<file path="src/rtl/core/tmt_pkg.sv">
// shared types and constants of the trimmed mean tachometer
package tmt_pkg;

    localparam int unsigned CNT_W   = 16;
    localparam int unsigned SCALE_W = 8;

    localparam logic [SCALE_W-1:0] SCALE_RESET = 8'd30;
    localparam logic [CNT_W-1:0]   MIN_INIT    = 16'hFFFF;

    typedef struct packed {
        logic [CNT_W-1:0] counter_snapshot;
        logic             delay_load;
        logic [CNT_W-1:0] delay_value;
    } tmt_tick_t;

    typedef struct packed {
        logic [CNT_W-1:0] speed;
        logic             fan_off;
    } tmt_result_t;

    // one history sample arriving from the memory read port
    typedef struct packed {
        logic valid;
        logic first;
    } tmt_smp_t;

    typedef enum logic [2:0] {
        ST_IDLE,
        ST_READ,
        ST_TRIM,
        ST_DIV,
        ST_MUL
    } tmt_state_t;

endpackage

</file>
<file path="src/rtl/core/tmt_trim.sv">
// running difference statistics over the history walk: sum, largest and smallest
module tmt_trim (
    input  logic                      clk,
    input  tmt_pkg::tmt_smp_t         smp,
    input  logic [tmt_pkg::CNT_W-1:0] sample,
    output logic [tmt_pkg::CNT_W-1:0] diff_sum,
    output logic [tmt_pkg::CNT_W-1:0] diff_max,
    output logic [tmt_pkg::CNT_W-1:0] diff_min
);
    import tmt_pkg::*;

    logic [CNT_W-1:0] prev_reg;
    logic [CNT_W-1:0] sum_reg;
    logic [CNT_W-1:0] max_reg;
    logic [CNT_W-1:0] min_reg;
    logic [CNT_W-1:0] diff;

    // counter difference, wraps modulo 2^16
    assign diff = sample - prev_reg;

    always_ff @(posedge clk)
    begin
        if (smp.valid)
        begin
            prev_reg <= sample;
            if (smp.first)
            begin
                sum_reg <= '0;
                max_reg <= '0;
                min_reg <= MIN_INIT;
            end
            else
            begin
                sum_reg <= sum_reg + diff;
                if (diff > max_reg)
                begin
                    max_reg <= diff;
                end
                if (diff < min_reg)
                begin
                    min_reg <= diff;
                end
            end
        end
    end

    assign diff_sum = sum_reg;
    assign diff_max = max_reg;
    assign diff_min = min_reg;

endmodule

</file>
<file path="src/rtl/core/trimmed_mean_tachometer_unit.sv">
// Trimmed mean tachometer: each tick transfer stores the counter snapshot in a history
// memory of HISTORY_DEPTH entries, walks it from oldest to newest one read per cycle,
// sums the consecutive differences, drops the largest and smallest, divides by
// HISTORY_DEPTH-3 through a constant reciprocal multiply and scales by scale_reg. The next
// tick transfer is taken only after the walk, paced by the single read port of the history
// memory, and the trim, divide and multiply steps; a finished result waits in the output
// register while the next tick is processed. History entries
// read as zero until written (per-entry valid bits cleared by reset, no clearing pass).
// The shut-off countdown is loaded and decremented in the cycle of the tick transfer.
module trimmed_mean_tachometer_unit #(
    parameter int HISTORY_DEPTH = 7
) (
    input  logic                        clk,
    input  logic                        rst_n,
    input  logic                        tick_valid,
    output logic                        tick_stall,
    input  tmt_pkg::tmt_tick_t          tick,
    output logic                        result_valid,
    input  logic                        result_stall,
    output tmt_pkg::tmt_result_t        result,
    input  logic                        cfg_valid,
    output logic                        cfg_ready,
    input  logic [tmt_pkg::SCALE_W-1:0] cfg_data
);
    import tmt_pkg::*;

    localparam int PTR_W     = $clog2(HISTORY_DEPTH);
    localparam int IDX_W     = $clog2(HISTORY_DEPTH + 1);
    localparam int DIVISOR   = HISTORY_DEPTH - 3;
    localparam int DIV_SHIFT = CNT_W + $clog2(DIVISOR);
    localparam int RECIP     = ((1 << DIV_SHIFT) + DIVISOR - 1) / DIVISOR;
    localparam int RECIP_W   = DIV_SHIFT + 1;
    localparam int PROD_W    = CNT_W + RECIP_W;
    localparam int SPD_W     = CNT_W + SCALE_W;

    tmt_state_t state_reg, state_next;

    logic [CNT_W-1:0]         hist_mem [HISTORY_DEPTH];
    logic [HISTORY_DEPTH-1:0] hist_ok_reg;

    logic [PTR_W-1:0]   wr_ptr_reg;
    logic [PTR_W-1:0]   rd_ptr_reg;
    logic [IDX_W-1:0]   rd_idx_reg;
    logic               rd_vld_reg;
    logic               rd_first_reg;
    logic               rd_last_reg;
    logic [CNT_W-1:0]   rd_data_reg;
    logic               rd_ok_reg;
    logic               rd_issue;

    logic [CNT_W-1:0]   cnt_reg;
    logic [CNT_W-1:0]   cnt_dec;
    logic               fan_reg;
    logic [SCALE_W-1:0] scale_reg;

    logic [CNT_W-1:0]   mean_reg;
    logic [CNT_W-1:0]   quot_reg;
    logic [PROD_W-1:0]  quot_prod;
    logic [SPD_W-1:0]   spd_prod;

    logic               res_vld_reg;
    tmt_result_t        res_reg;
    logic               tick_xfer;
    logic               out_free;
    logic               res_load;

    tmt_smp_t           smp;
    logic [CNT_W-1:0]   sample;
    logic [CNT_W-1:0]   diff_sum;
    logic [CNT_W-1:0]   diff_max;
    logic [CNT_W-1:0]   diff_min;

    function automatic logic [PTR_W-1:0] next_slot(input logic [PTR_W-1:0] p);
        return (p == PTR_W'(HISTORY_DEPTH - 1)) ? '0 : p + 1'b1;
    endfunction

    assign tick_xfer = tick_valid && !tick_stall;
    assign out_free  = !res_vld_reg || !result_stall;
    assign rd_issue  = (state_reg == ST_READ) && (rd_idx_reg != IDX_W'(HISTORY_DEPTH));
    assign cnt_dec   = (tick.delay_load ? tick.delay_value : cnt_reg) - 1'b1;
    assign cfg_ready = 1'b1;

    always_ff @(posedge clk or negedge rst_n)
    begin
        if (!rst_n)
        begin
            state_reg <= ST_IDLE;
        end
        else
        begin
            state_reg <= state_next;
        end
    end

    always_comb
    begin
        state_next = state_reg;
        tick_stall = 1'b1;
        res_load   = 1'b0;
        unique case (state_reg)
            ST_IDLE:
            begin
                tick_stall = 1'b0;
                if (tick_valid)
                begin
                    state_next = ST_READ;
                end
            end
            ST_READ:
            begin
                if (rd_last_reg)
                begin
                    state_next = ST_TRIM;
                end
            end
            ST_TRIM:
            begin
                state_next = ST_DIV;
            end
            ST_DIV:
            begin
                state_next = ST_MUL;
            end
            ST_MUL:
            begin
                if (out_free)
                begin
                    res_load   = 1'b1;
                    state_next = ST_IDLE;
                end
            end
            default:
            begin
                state_next = ST_IDLE;
            end
        endcase
    end

    // history memory, one write and one registered read per cycle
    always_ff @(posedge clk)
    begin
        if (tick_xfer)
        begin
            hist_mem[wr_ptr_reg] <= tick.counter_snapshot;
        end
        rd_data_reg <= hist_mem[rd_ptr_reg];
    end

    always_ff @(posedge clk or negedge rst_n)
    begin
        if (!rst_n)
        begin
            hist_ok_reg  <= '0;
            wr_ptr_reg   <= '0;
            rd_ptr_reg   <= '0;
            rd_idx_reg   <= '0;
            rd_vld_reg   <= 1'b0;
            rd_first_reg <= 1'b0;
            rd_last_reg  <= 1'b0;
            rd_ok_reg    <= 1'b0;
            cnt_reg      <= '0;
            fan_reg      <= 1'b0;
            scale_reg    <= SCALE_RESET;
            res_vld_reg  <= 1'b0;
        end
        else
        begin
            rd_vld_reg   <= rd_issue;
            rd_first_reg <= rd_issue && (rd_idx_reg == '0);
            rd_last_reg  <= rd_issue && (rd_idx_reg == IDX_W'(HISTORY_DEPTH - 1));
            rd_ok_reg    <= hist_ok_reg[rd_ptr_reg];
            if (tick_xfer)
            begin
                hist_ok_reg[wr_ptr_reg] <= 1'b1;
                wr_ptr_reg <= next_slot(wr_ptr_reg);
                // walk starts at the oldest entry, the one after the newest
                rd_ptr_reg <= next_slot(wr_ptr_reg);
                rd_idx_reg <= '0;
                cnt_reg    <= cnt_dec;
                fan_reg    <= (cnt_dec == '0);
            end
            else if (rd_issue)
            begin
                rd_ptr_reg <= next_slot(rd_ptr_reg);
                rd_idx_reg <= rd_idx_reg + 1'b1;
            end
            if (cfg_valid && cfg_ready)
            begin
                scale_reg <= cfg_data;
            end
            if (res_load)
            begin
                res_vld_reg <= 1'b1;
            end
            else if (!result_stall)
            begin
                res_vld_reg <= 1'b0;
            end
        end
    end

    assign smp.valid = rd_vld_reg;
    assign smp.first = rd_first_reg;
    assign sample    = rd_ok_reg ? rd_data_reg : '0;

    tmt_trim u_trim (
        .clk      (clk),
        .smp      (smp),
        .sample   (sample),
        .diff_sum (diff_sum),
        .diff_max (diff_max),
        .diff_min (diff_min)
    );

    // divide by a constant through a rounded-up reciprocal, exact for 16-bit values
    assign quot_prod = PROD_W'(mean_reg) * PROD_W'(RECIP);
    assign spd_prod  = SPD_W'(quot_reg) * SPD_W'(scale_reg);

    always_ff @(posedge clk)
    begin
        if (state_reg == ST_TRIM)
        begin
            mean_reg <= diff_sum - diff_max - diff_min;
        end
        if (state_reg == ST_DIV)
        begin
            quot_reg <= quot_prod[DIV_SHIFT +: CNT_W];
        end
        if (res_load)
        begin
            res_reg.speed   <= spd_prod[CNT_W-1:0];
            res_reg.fan_off <= fan_reg;
        end
    end

    assign result_valid = res_vld_reg;
    assign result       = res_reg;

endmodule

</file>
<file path="config.mk">
export PLATFORM = sky130hd
export DESIGN_NAME = trimmed_mean_tachometer_unit
export DESIGN_NICKNAME = d
export VERILOG_FILES = /design/src/rtl/core/tmt_pkg.sv /design/src/rtl/core/tmt_trim.sv /design/src/rtl/core/trimmed_mean_tachometer_unit.sv
export SDC_FILE = /design/constraint.sdc
export NUM_CORES = 1
export LEC_CHECK = 0
export BUFFER_PORTS_ARGS = -buffer_cell sky130_fd_sc_hd__buf_2
export CAP_MARGIN = 10
export CORE_ASPECT_RATIO = 0.7
export CORE_MARGIN = 8
export CORE_UTILIZATION = 65
export DETAILED_ROUTE_END_ITERATION = 10
export PLACE_DENSITY = 0.83
export SLEW_MARGIN = 20
export SYNTH_ARGS = -nofsm -noshare
export SYNTH_HDL_FRONTEND = slang
export SYNTH_SLANG_ARGS = --single-unit
</file>
<file path="constraint.sdc">
create_clock -name clk -period 7.18 [get_ports clk]
set_clock_uncertainty 0.15 [all_clocks]
set_input_delay 1.077 -clock clk [delete_from_list [all_inputs] [get_ports clk]]
set_output_delay 1.077 -clock clk [all_outputs]
set_load 0.02 [all_outputs]
</file>
==> run_summary.xml, run 1 <==
<?xml version="1.0" encoding="UTF-8"?>
<metrics>
  <group name="outcome">
    <metric name="outcome" unit="">finished clean</metric>
  </group>
  <group name="grt">
    <metric name="grt_pass1_wl" unit="um">56800</metric>
    <metric name="grt_overflow" unit="">0</metric>
    <metric name="grt_use_total" unit="%">22.6</metric>
    <metric name="grt_pass1_vias" unit="">10762</metric>
    <metric name="pin_count_of_the_biggest_net_entering_global_routing" unit="">57</metric>
    <metric name="number_of_antenna_violations_at_the_first_check_in_global_routing" unit="">0</metric>
  </group>
  <group name="critical_path">
    <metric name="setup.worst_path.class" unit="">reg2reg</metric>
    <metric name="slowest_delay" unit="ns">0.57</metric>
    <metric name="cp_num_cells" unit="">18</metric>
    <metric name="r2r.worst_path.cells" unit="">18</metric>
    <metric name="cp.buffers_inverters" unit="">0</metric>
    <metric name="worst_path_max_delay_cell" unit="">sky130_fd_sc_hd__dfrtp_1</metric>
    <metric name="critPathArrivalTime" unit="ns">5.68</metric>
    <metric name="worstSetupStartpointType" unit="">register</metric>
    <metric name="worst_setup_end_kind" unit="">register</metric>
    <metric name="timing.critical_path.cells" unit="">nand2_1 -&gt; ha_1 -&gt; fa_1 -&gt; nor2b_1 -&gt; o21ai_1 -&gt; a21boi_0 -&gt; o21ai_0 -&gt; nand2b_1 -&gt; xor2_1 -&gt; ha_1 -&gt; a21oi_1 -&gt; o211ai_1 -&gt; a2111oi_2 -&gt; nor3_1 -&gt; a211oi_1 -&gt; nor3_1 -&gt; a2111o_1 -&gt; nand4_1</metric>
    <metric name="timing.critical_path.required" unit="ns">7.46</metric>
    <metric name="path_max_fanout" unit="">16</metric>
    <metric name="timing.critical_path.max_delay_family" unit="">compound AO/OA/AOI/OAI gates</metric>
  </group>
  <group name="cts">
    <metric name="clkTransAtPathRegs" unit="ns">0.07</metric>
    <metric name="post_cts.repair.setup_buffers" unit="">0</metric>
    <metric name="cts-hold-fix-buffers" unit="">0</metric>
    <metric name="clk_path_buf_depth" unit="">3</metric>
    <metric name="root_buffer" unit="">sky130_fd_sc_hd__clkbuf_16</metric>
    <metric name="cts_inserted_buffers" unit="">27</metric>
    <metric name="sinks_on_the_clock_net" unit="">286</metric>
    <metric name="clock_latency" unit="ns">0.57</metric>
    <metric name="cts_tree" unit="">done</metric>
    <metric name="postCtsResizedCells" unit="">0</metric>
    <metric name="cts_max_level" unit="">1</metric>
  </group>
  <group name="routing">
    <metric name="finalWirelength" unit="um">34600</metric>
    <metric name="drt_iter0_markers" unit="">967</metric>
    <metric name="num_vias" unit="">10687</metric>
    <metric name="first_pass_iters" unit="">6</metric>
    <metric name="ant_nets" unit="">0</metric>
    <metric name="post-route-drc-count" unit="">0</metric>
    <metric name="viasPerCell" unit="">5.82</metric>
    <metric name="routed_wire_length_per_instance" unit="um">18.9</metric>
  </group>
  <group name="logic_synthesis">
    <metric name="synth_xor_area_share" unit="%">3.75</metric>
    <metric name="syn-num-nets" unit="">1653</metric>
    <metric name="yosys.area_share.simple" unit="%">12.8</metric>
    <metric name="synth.largest_area_cell" unit="">sky130_fd_sc_hd__edfxtp_1</metric>
    <metric name="combinational_family_with_the_most_area_after_synthesis" unit="">adder cells</metric>
    <metric name="synth_area_per_inst" unit="sq um">11.8</metric>
    <metric name="synth-compound-area-share" unit="%">7.65</metric>
    <metric name="synthMuxAreaShare" unit="%">6.06</metric>
    <metric name="synth_area" unit="sq um">16800</metric>
    <metric name="asyncSetResetFlopFracSynth" unit="%">17.1</metric>
    <metric name="synthDistinctLibCells" unit="">65</metric>
    <metric name="synth-seq-area-share" unit="%">48.6</metric>
    <metric name="ys_ff_latch" unit="">286</metric>
    <metric name="synth_edf_count" unit="">221</metric>
    <metric name="synth-adder-area-share" unit="%">16.9</metric>
    <metric name="netlist_top_cells_area" unit="">sky130_fd_sc_hd__edfxtp_1 39%, sky130_fd_sc_hd__fa_1 8.9%, sky130_fd_sc_hd__ha_1 8.0%</metric>
    <metric name="synth-warning-count" unit="">0</metric>
    <metric name="yosysTopAreaCellShare" unit="%">39.4</metric>
    <metric name="synthFlopType" unit="">sky130_fd_sc_hd__edfxtp_1</metric>
    <metric name="syn-instance-count" unit="">1424</metric>
  </group>
  <group name="timing">
    <metric name="rsz_0062_raised_after_global_routing" unit="">false</metric>
    <metric name="timing.final.setup_violations" unit="">0</metric>
    <metric name="finalWorstPathRequiredPeriod" unit="ns">5.40</metric>
    <metric name="fmax" unit="MHz">185</metric>
    <metric name="max_slew.worst_pin.slew" unit="ns">1.09</metric>
    <metric name="report.final.hold_viol_count" unit="">0</metric>
    <metric name="relSlewSlack" unit="%">27.0</metric>
    <metric name="finalCritPeriodShare" unit="%">75.2</metric>
    <metric name="layout_setup_ws" unit="ns">1.78</metric>
    <metric name="total_neg_setup_slack" unit="ns">0</metric>
    <metric name="timing_max_transition_violations_final" unit="">0</metric>
  </group>
  <group name="finish">
    <metric name="max_flop_register" unit="">hist_mem</metric>
    <metric name="drive_above_1_share" unit="%">14.0</metric>
    <metric name="area_delta_synth_final" unit="%">9.55</metric>
    <metric name="antenna_cells_inserted" unit="">0</metric>
    <metric name="layout_net_count" unit="">1713</metric>
    <metric name="final_util" unit="%">72.1</metric>
    <metric name="largest_register_ff_count" unit="">112</metric>
    <metric name="postLayoutCellArea" unit="sq um">18400</metric>
  </group>
  <group name="place">
    <metric name="portBuffers" unit="">64</metric>
    <metric name="dp_worst_setup_slack" unit="ns">1.91</metric>
    <metric name="place_congestion" unit="">0.949</metric>
    <metric name="placedInstanceArea" unit="sq um">17500</metric>
    <metric name="place_hpwl" unit="um">24300</metric>
  </group>
  <group name="floorplan">
    <metric name="start_util" unit="%">65.9</metric>
    <metric name="die_w" unit="um">208</metric>
    <metric name="die_y" unit="um">151</metric>
    <metric name="io_pins" unit="">66</metric>
    <metric name="dieArea" unit="sq um">31400</metric>
    <metric name="core_area" unit="sq um">25600</metric>
    <metric name="rows" unit="">49</metric>
  </group>
  <group name="run">
    <metric name="maxcap_viol_count" unit="">0</metric>
  </group>
  <group name="min_path">
    <metric name="min-delay-path-class" unit="">reg2reg</metric>
    <metric name="worst_hold_path.num_cells" unit="">0</metric>
  </group>
</metrics>
==> metrics by stage <==
stage / hold WS [ns] / cells
2_1_floorplan: 0.250 / 1424
3_3_place_gp: 0.254 / 1786
3_5_place_dp: 0.256 / 1786
4_1_cts: 0.272 / 1836
5_1_grt: 0.273 / 1836
6_report: 0.273 / 1836
==> final cells by class <==
class / instances / area, sq um
sequential: 286 / 8190
multi-input combinational: 953 / 8000
fill: 1696 / 7120
clock buffer: 38 / 767
inverter: 140 / 526
tap: 331 / 414
timing repair buffer: 76 / 410
clock inverter: 12 / 141
==> layer usage <==
| layer | share of wire [%] | track usage (%) |
|---|---|---|
| met1 | 45 | 31.5 |
| met2 | 46 | 36.2 |
| met3 | 7.1 | 4.66 |
| met4 | 2.1 | 5.56 |
| met5 | 0 | 0 |
==> synth_stat cells (all sizes together), types with 17 or more instances <==
master and n:
and2 93, nor3 32, nor2 71, nand2 99, nor2b 22, dfrtp 45
mux2i 31, o21ai 65, edfxtp 221, nand2b 17, inv 140, xnor2 46
mux4 17, fa 75, ha 108, mux2 28, clkbuf 34, or2 25
xor2 26, a21oi 59
==> path summary, 6_finish.rpt <==
check	start	endpoint	slack [ns]
setup / recovery	rd_ok_reg	u_trim.diff_sum[15]	1.78
hold reg to reg	mean_reg[12]	quot_reg[10]	0.27
hold / removal	mean_reg[12]	quot_reg[10]	0.27
min in group asynchronous	rst_n	cnt_reg[4]	0.47
max in group asynchronous	rst_n	rd_ptr_reg[0]	5.96
setup reg to reg	rd_ok_reg	u_trim.diff_sum[15]	1.78
==> worst reg2reg max path, stage by stage (launching register included) <==
cell and delay [ns]:
sky130_fd_sc_hd__dfrtp_1 0.57, sky130_fd_sc_hd__nand2_1 0.15, sky130_fd_sc_hd__ha_1 0.26, sky130_fd_sc_hd__fa_1 0.41, sky130_fd_sc_hd__nor2b_1 0.13, sky130_fd_sc_hd__o21ai_1 0.08, sky130_fd_sc_hd__a21boi_0 0.31, sky130_fd_sc_hd__o21ai_0 0.12
sky130_fd_sc_hd__nand2b_1 0.09, sky130_fd_sc_hd__xor2_1 0.38, sky130_fd_sc_hd__ha_1 0.40, sky130_fd_sc_hd__a21oi_1 0.36, sky130_fd_sc_hd__o211ai_1 0.26, sky130_fd_sc_hd__a2111oi_2 0.35, sky130_fd_sc_hd__nor3_1 0.15, sky130_fd_sc_hd__a211oi_1 0.43
sky130_fd_sc_hd__nor3_1 0.15, sky130_fd_sc_hd__a2111o_1 0.40, sky130_fd_sc_hd__nand4_1 0.10
==> placed cells by master, fill, tap and decap left out, types with 17 or more instances in the layout <==
master | synthesis | final
sky130_fd_sc_hd__inv_1 | 140 | 140
sky130_fd_sc_hd__mux2_2 | 27 | 27
sky130_fd_sc_hd__clkbuf_16 | 0 | 27
sky130_fd_sc_hd__or2_2 | 23 | 23
sky130_fd_sc_hd__dfrtp_1 | 45 | 44
sky130_fd_sc_hd__xnor2_1 | 46 | 46
sky130_fd_sc_hd__a21oi_1 | 59 | 58
sky130_fd_sc_hd__nor2_1 | 70 | 70
sky130_fd_sc_hd__o21ai_0 | 62 | 62
sky130_fd_sc_hd__xor2_1 | 26 | 26
sky130_fd_sc_hd__ha_1 | 108 | 108
sky130_fd_sc_hd__and2_1 | 93 | 93
sky130_fd_sc_hd__mux2i_1 | 30 | 30
sky130_fd_sc_hd__mux4_2 | 17 | 17
sky130_fd_sc_hd__buf_2 | 3 | 64
sky130_fd_sc_hd__nor3_1 | 31 | 27
sky130_fd_sc_hd__fa_1 | 75 | 75
sky130_fd_sc_hd__nand2_1 | 99 | 99
sky130_fd_sc_hd__nor2b_1 | 22 | 22
sky130_fd_sc_hd__edfxtp_1 | 221 | 221
sky130_fd_sc_hd__nand2b_1 | 17 | 17
==> logic make-up after synthesis <==
family,after synthesis
buf+inv,185
xor+xnor,72
fa+ha+maj,183
flops,286
compound gates,206
mux,76
simple gates,415
other cells,1
Power of run 1 is left out: the tool's default activity adds up to more than one toggle a clock period on the data nets, which glitch-free logic cannot reach.
==> run 2: changes to the inputs <==
--- a/config.mk
+++ b/config.mk
@@ -9,9 +9,9 @@
 export CAP_MARGIN = 10
 export CORE_ASPECT_RATIO = 0.7
 export CORE_MARGIN = 8
-export CORE_UTILIZATION = 65
+export CORE_UTILIZATION = 57
 export DETAILED_ROUTE_END_ITERATION = 10
-export PLACE_DENSITY = 0.83
+export PLACE_DENSITY = 0.77
 export SLEW_MARGIN = 20
 export SYNTH_ARGS = -nofsm -noshare
 export SYNTH_HDL_FRONTEND = slang
==> constraint.sdc (replaced) <==
create_clock -name clk -period 4.7 [get_ports clk]
set_clock_uncertainty 0.15 [all_clocks]
set_input_delay 0.705 -clock clk [delete_from_list [all_inputs] [get_ports clk]]
set_output_delay 0.705 -clock clk [all_outputs]
set_load 0.02 [all_outputs]
==> run 2 against run 1 <==
Compared with the run above: setup slack lost 1.6 ns; global-route usage shrank 3.5 points; worst hold slack lost 0.062 ns.
==> run_summary.xml, run 2 (same netlist as run 1, synthesis figures left out) <==
<?xml version="1.0" encoding="UTF-8"?>
<metrics>
  <group name="cts">
    <metric name="clock_latency" unit="ns">0.58</metric>
    <metric name="cts_inserted_buffers" unit="">28</metric>
    <metric name="clk_path_buf_depth" unit="">3</metric>
    <metric name="clkTransAtPathRegs" unit="ns">0.07</metric>
    <metric name="sinks_on_the_clock_net" unit="">286</metric>
    <metric name="root_buffer" unit="">sky130_fd_sc_hd__clkbuf_16</metric>
    <metric name="cts_tree" unit="">done</metric>
    <metric name="cts_max_level" unit="">1</metric>
  </group>
  <group name="finish">
    <metric name="drive_above_1_share" unit="%">16.6</metric>
    <metric name="max_flop_register" unit="">hist_mem</metric>
    <metric name="final_common_cell" unit="">sky130_fd_sc_hd__edfxtp_1</metric>
    <metric name="final_cell_mix" unit="">221 x sky130_fd_sc_hd__edfxtp_1, 140 x sky130_fd_sc_hd__inv_1, 106 x sky130_fd_sc_hd__ha_1, 99 x sky130_fd_sc_hd__nand2_1, 93 x sky130_fd_sc_hd__and2_1</metric>
    <metric name="largest_register_ff_count" unit="">112</metric>
    <metric name="area_delta_synth_final" unit="%">11.5</metric>
    <metric name="layout_net_count" unit="">1744</metric>
    <metric name="fin_cells" unit="">1914</metric>
    <metric name="postLayoutCellArea" unit="sq um">18800</metric>
    <metric name="final_util" unit="%">64.9</metric>
    <metric name="antenna_cells_inserted" unit="">0</metric>
  </group>
  <group name="floorplan">
    <metric name="io_pins" unit="">66</metric>
    <metric name="die_w" unit="um">221</metric>
    <metric name="rows" unit="">52</metric>
    <metric name="dieArea" unit="sq um">35400</metric>
    <metric name="start_util" unit="%">58.2</metric>
    <metric name="die_y" unit="um">160</metric>
    <metric name="core_area" unit="sq um">29000</metric>
  </group>
  <group name="grt">
    <metric name="grt_pass1_wl" unit="um">55900</metric>
    <metric name="grt_overflow" unit="">0</metric>
    <metric name="grt_use_total" unit="%">19.1</metric>
    <metric name="number_of_antenna_violations_at_the_first_check_in_global_routing" unit="">2</metric>
    <metric name="pin_count_of_the_biggest_net_entering_global_routing" unit="">52</metric>
    <metric name="grt_pass1_vias" unit="">10920</metric>
  </group>
  <group name="outcome">
    <metric name="outcome" unit="">finished clean</metric>
  </group>
  <group name="routing">
    <metric name="post-route-drc-count" unit="">0</metric>
    <metric name="finalWirelength" unit="um">34000</metric>
    <metric name="viasPerCell" unit="">5.63</metric>
    <metric name="drt_iter0_markers" unit="">688</metric>
    <metric name="ant_nets" unit="">0</metric>
    <metric name="num_vias" unit="">10781</metric>
    <metric name="first_pass_iters" unit="">4</metric>
    <metric name="routed_wire_length_per_instance" unit="um">17.8</metric>
  </group>
  <group name="timing">
    <metric name="timing_max_transition_violations_final" unit="">0</metric>
    <metric name="relSlewSlack" unit="%">28.9</metric>
    <metric name="report.final.hold_viol_count" unit="">0</metric>
    <metric name="timing.final.setup_violations" unit="">0</metric>
    <metric name="finalHoldWorstSlack" unit="ns">0.210</metric>
    <metric name="fmax" unit="MHz">222</metric>
    <metric name="finalWorstPathRequiredPeriod" unit="ns">4.50</metric>
    <metric name="finalCritPeriodShare" unit="%">95.7</metric>
    <metric name="max_slew.worst_pin.slew" unit="ns">1.07</metric>
  </group>
  <group name="critical_path">
    <metric name="slowest_delay" unit="ns">0.62</metric>
    <metric name="setup.worst_path.class" unit="">reg2reg</metric>
    <metric name="worst_path_max_delay_cell" unit="">sky130_fd_sc_hd__dfstp_2</metric>
    <metric name="worst_setup_end_kind" unit="">register</metric>
    <metric name="timing.critical_path.cells" unit="">nand2_1 -&gt; fa_1 -&gt; fa_1 -&gt; inv_1 -&gt; fa_1 -&gt; inv_1 -&gt; fa_1 -&gt; inv_1 -&gt; ha_1 -&gt; a21boi_1 -&gt; o21ai_1 -&gt; a21oi_2 -&gt; a41oi_2 -&gt; nor2b_2 -&gt; xnor2_1</metric>
    <metric name="critPathArrivalTime" unit="ns">4.64</metric>
    <metric name="timing.critical_path.mode_cell" unit="">sky130_fd_sc_hd__fa_1</metric>
    <metric name="worstSetupStartpointType" unit="">register</metric>
    <metric name="path_max_fanout" unit="">9</metric>
    <metric name="timing.critical_path.required" unit="ns">4.84</metric>
  </group>
  <group name="place">
    <metric name="portBuffers" unit="">64</metric>
    <metric name="place_hpwl" unit="um">24600</metric>
    <metric name="dp.cells" unit="">1859</metric>
    <metric name="place_congestion" unit="">0.875</metric>
    <metric name="placedInstanceArea" unit="sq um">17800</metric>
  </group>
  <group name="run">
    <metric name="maxcap_viol_count" unit="">0</metric>
  </group>
  <group name="min_path">
    <metric name="min-delay-path-class" unit="">in2reg</metric>
  </group>
</metrics>
run 2: cell count changes in the layout (fill, tap and decap cells not counted), sizes merged:
cell	previous run	this run
buf	76	104
clkinv	6	16
clkbuf	38	33
bufinv	2	0
inv	142	140
clkinvlp	2	3
dlygate4sd3	0	1
run 2: cell type report:
type | instances | area (sq um)
sequential | 286 | 8190
inverter | 140 | 526
fill | 2112 | 10200
multi-input combinational | 953 | 8100
tap | 378 | 473
clock buffer | 32 | 716
clock inverter | 19 | 125
timing repair buffer | 106 | 648
run 2: timing repair:
item | in CTS | in global routing
gates resized for setup | 2 | 23
setup buffers | 0 | 3
hold buffers | 1 | 0
endpoints found under the setup margin | 2 | 40
pin swaps | 0 | 6
hold endpoints to repair | 17 | 0
run 2: worst paths after layout:
path | from | to | slack (ns) | cells past startpoint
hold / removal | cfg_data[1] | scale_reg[1] | 0.21 | 2
setup reg to reg | scale_reg[4] | result[14] | 0.20 | 15
setup / recovery | scale_reg[4] | result[14] | 0.20 | 15
max in group asynchronous | rst_n | scale_reg[3] | 3.05 | 3
min in group asynchronous | rst_n | cnt_reg[3] | 0.48 | 2
hold reg to reg | mean_reg[14] | quot_reg[12] | 0.27 | 0
run 2: per-stage QoR:
stage | setup TNS, ns | setup slack (ns)
2_1_floorplan | 0 | 0.161
3_3_place_gp | 0 | 0.138
3_5_place_dp | 0 | 0.0419
4_1_cts | 0 | 0.0160
5_1_grt | -0.0233 | -0.0233
6_report | 0 | 0.201
run 2: worst max-delay path, delay by kind of cell (launching register included):
family / cells / cell delay, ns
fa+ha+maj: 5 / 2.28
xor+xnor: 1 / 0.12
simple gates: 2 / 0.29
buf+inv: 3 / 0.14
compound gates: 4 / 0.66
flops: 1 / 0.62
run 2: metal layers:
layer	track usage [%]	part of all wire, %
met1	27.0	47
met2	30.6	46
met3	3.20	5.1
met4	4.30	1.7
met5	0	0.082
Power of run 2 is left out for the same reason.
==> run 3: changes to the inputs <==
--- a/config.mk
+++ b/config.mk
@@ -5,13 +5,14 @@
 export SDC_FILE = /design/constraint.sdc
 export NUM_CORES = 1
 export LEC_CHECK = 0
-export BUFFER_PORTS_ARGS = -buffer_cell sky130_fd_sc_hd__buf_2
+export BUFFER_PORTS_ARGS = -buffer_cell sky130_fd_sc_hd__buf_4
 export CAP_MARGIN = 10
 export CORE_ASPECT_RATIO = 0.7
 export CORE_MARGIN = 8
-export CORE_UTILIZATION = 57
+export CORE_UTILIZATION = 40
+export CTS_BUF_LIST = sky130_fd_sc_hd__clkbuf_8
 export DETAILED_ROUTE_END_ITERATION = 10
-export PLACE_DENSITY = 0.77
+export PLACE_DENSITY = 0.58
 export SLEW_MARGIN = 20
 export SYNTH_ARGS = -nofsm -noshare
 export SYNTH_HDL_FRONTEND = slang
==> run 3 against run 2 <==
Compared with the run above: global-route usage is 4.6 points lower; worst hold slack worse by 0.032 ns; register-to-register slack worse by 0.02 ns; clock-buffer cell count up 18; die area is 39% higher; fmax shrank 0.48%; critical path depth unchanged; sequential cell count did not move; design area rose by 3.4%; non-clock buffer count rose by 12; via count shrank 2.6%; routed wire length is 3.2% higher; critical endpoint is now u_trim.diff_sum[14]; largest cell class unchanged.
==> run_summary.xml, run 3 (same netlist as run 1, synthesis figures left out) <==
<?xml version="1.0" encoding="UTF-8"?>
<metrics>
  <group name="finish">
    <metric name="final_cell_mix" unit="">221 x sky130_fd_sc_hd__edfxtp_1, 151 x sky130_fd_sc_hd__inv_1, 114 x sky130_fd_sc_hd__buf_4, 107 x sky130_fd_sc_hd__ha_1, 97 x sky130_fd_sc_hd__nand2_1</metric>
    <metric name="fillerInstances" unit="">3834</metric>
    <metric name="layout_net_count" unit="">1776</metric>
    <metric name="max_flop_register" unit="">hist_mem</metric>
    <metric name="antenna_cells_inserted" unit="">0</metric>
    <metric name="drive_above_1_share" unit="%">18.8</metric>
    <metric name="final_common_cell" unit="">sky130_fd_sc_hd__edfxtp_1</metric>
    <metric name="area_delta_synth_final" unit="%">15.3</metric>
    <metric name="largest_register_ff_count" unit="">112</metric>
    <metric name="final_util" unit="%">46.3</metric>
  </group>
  <group name="cts">
    <metric name="cts_max_level" unit="">2</metric>
    <metric name="clkTransAtPathRegs" unit="ns">0.06</metric>
    <metric name="root_buffer" unit="">sky130_fd_sc_hd__clkbuf_8</metric>
    <metric name="clk_path_buf_depth" unit="">3</metric>
    <metric name="cts_tree" unit="">done</metric>
    <metric name="clock_latency" unit="ns">0.62</metric>
    <metric name="sinks_on_the_clock_net" unit="">286</metric>
    <metric name="cts_inserted_buffers" unit="">48</metric>
  </group>
  <group name="routing">
    <metric name="ant_nets" unit="">0</metric>
    <metric name="num_vias" unit="">10502</metric>
    <metric name="viasPerCell" unit="">4.92</metric>
    <metric name="routed_wire_length_per_instance" unit="um">16.4</metric>
    <metric name="drt_iter0_markers" unit="">604</metric>
    <metric name="post-route-drc-count" unit="">0</metric>
    <metric name="first_pass_iters" unit="">5</metric>
    <metric name="finalWirelength" unit="um">35100</metric>
  </group>
  <group name="timing">
    <metric name="fmax" unit="MHz">221</metric>
    <metric name="report.final.hold_viol_count" unit="">0</metric>
    <metric name="timing.final.setup_violations" unit="">0</metric>
    <metric name="finalHoldWorstSlack" unit="ns">0.178</metric>
    <metric name="relSlewSlack" unit="%">27.4</metric>
    <metric name="max_slew.worst_pin.slew" unit="ns">1.09</metric>
    <metric name="finalWorstPathRequiredPeriod" unit="ns">4.52</metric>
    <metric name="finalCritPeriodShare" unit="%">96.2</metric>
    <metric name="timing_max_transition_violations_final" unit="">0</metric>
  </group>
  <group name="critical_path">
    <metric name="worst_setup_end_kind" unit="">register</metric>
    <metric name="timing.reg2reg.setup_slack" unit="ns">0.18</metric>
    <metric name="critical_path.reg2reg.startpoint" unit="">rd_ok_reg</metric>
    <metric name="startpoint" unit="">rd_ok_reg</metric>
    <metric name="r2r.worst_path.cells" unit="">15</metric>
    <metric name="critPathCapture" unit="">u_trim.diff_sum[14]</metric>
    <metric name="worstSetupStartpointType" unit="">register</metric>
    <metric name="regToRegEndpoint" unit="">u_trim.diff_sum[14]</metric>
    <metric name="slowest_delay" unit="ns">0.47</metric>
    <metric name="timing.critical_path.cells" unit="">buf_4 -&gt; and2_1 -&gt; ha_1 -&gt; a21o_1 -&gt; or3_4 -&gt; o211ai_2 -&gt; nand2_1 -&gt; a21o_1 -&gt; a21oi_1 -&gt; xnor2_1 -&gt; ha_1 -&gt; and3_1 -&gt; a211o_1 -&gt; o31ai_1 -&gt; mux2_2</metric>
    <metric name="path_max_fanout" unit="">7</metric>
    <metric name="setup.worst_path.class" unit="">reg2reg</metric>
    <metric name="worst_path_max_delay_cell" unit="">sky130_fd_sc_hd__dfrtp_2</metric>
    <metric name="critPathArrivalTime" unit="ns">4.72</metric>
    <metric name="timing.critical_path.required" unit="ns">4.90</metric>
  </group>
  <group name="floorplan">
    <metric name="core_area" unit="sq um">41900</metric>
    <metric name="die_w" unit="um">261</metric>
    <metric name="rows" unit="">63</metric>
    <metric name="start_util" unit="%">40.2</metric>
    <metric name="io_pins" unit="">66</metric>
    <metric name="dieArea" unit="sq um">49000</metric>
    <metric name="die_y" unit="um">188</metric>
  </group>
  <group name="grt">
    <metric name="grt_pass1_wl" unit="um">57600</metric>
    <metric name="grt_use_total" unit="%">14.5</metric>
    <metric name="grt_overflow" unit="">0</metric>
    <metric name="number_of_antenna_violations_at_the_first_check_in_global_routing" unit="">0</metric>
    <metric name="grt_pass1_vias" unit="">10795</metric>
    <metric name="pin_count_of_the_biggest_net_entering_global_routing" unit="">52</metric>
  </group>
  <group name="min_path">
    <metric name="hp-start" unit="">cfg_data[7]</metric>
    <metric name="min-delay-path-class" unit="">in2reg</metric>
  </group>
  <group name="place">
    <metric name="place_hpwl" unit="um">25200</metric>
    <metric name="place_congestion" unit="">0.853</metric>
    <metric name="portBuffers" unit="">64</metric>
  </group>
  <group name="outcome">
    <metric name="outcome" unit="">finished clean</metric>
  </group>
  <group name="run">
    <metric name="maxcap_viol_count" unit="">0</metric>
  </group>
</metrics>
run 3: stage by stage:
step | instances | cell area [sq um] | setup TNS (ns) | setup WS, ns
finish | 2135 | 19400 | 0 | 0.180
global route | 2135 | 19400 | -0.00626 | -0.00316
CTS | 2127 | 19200 | 0 | 0.00575
detailed placement | 2040 | 18200 | -2.10 | -0.124
global placement | 2040 | 18200 | 0 | 0.0528
floorplan | 1424 | 16800 | 0 | 0.161
run 3: worst min-delay path by stage:
stage                     slack, ns  depth (start not counted)               to
after CTS                      0.13                          2     scale_reg[7]
after global placement         0.25                          0     quot_reg[11]
after floorplan                0.25                          0      quot_reg[0]
after detailed placement       0.26                          0     quot_reg[12]
final                          0.18                          2     scale_reg[7]
after global routing           0.14                          1  hist_mem[1][14]
run 3: final cells by class:
cell class / instances / area [sq um] / area share (%)
repair buffers: 118 / 916 / 4.72
well taps: 552 / 691 / 3.56
multi-input cells: 953 / 8110 / 41.8
clock inverters: 36 / 282 / 1.45
clock buffers: 50 / 688 / 3.55
flip-flops and latches: 286 / 8190 / 42.2
inverters: 140 / 526 / 2.71
run 3: metal layers:
layer  track usage [%]  vias to the layer above  wire, um
met5                 0                        -         0
met4              3.37                        0       586
met3              2.78                       55      1450
met2              21.2                      173     15000
met1              21.8                     5064     18000
li1                  -                     5210         -
run 3: critical path, delay by kind of cell, from the launching register on:
| kind | cells | cell delay (ns) |
|---|---|---|
| xor+xnor | 1 | 0.26 |
| compound gates | 6 | 1.31 |
| fa+ha+maj | 2 | 0.71 |
| mux | 1 | 0.37 |
| simple gates | 4 | 0.82 |
| buf+inv | 1 | 0.17 |
| flops | 1 | 0.47 |
run 3: timing repair:
| item | CTS | global route |
|---|---|---|
| hold buffers | 1 | 0 |
| resized for setup | 3 | 27 |
| pin swaps | 0 | 10 |
| setup endpoints to repair | 33 | 40 |
| buffers inserted | 0 | 7 |
| cloned | 0 | 1 |
| hold endpoints to repair | 45 | 0 |
Power of run 3 is left out for the same reason.
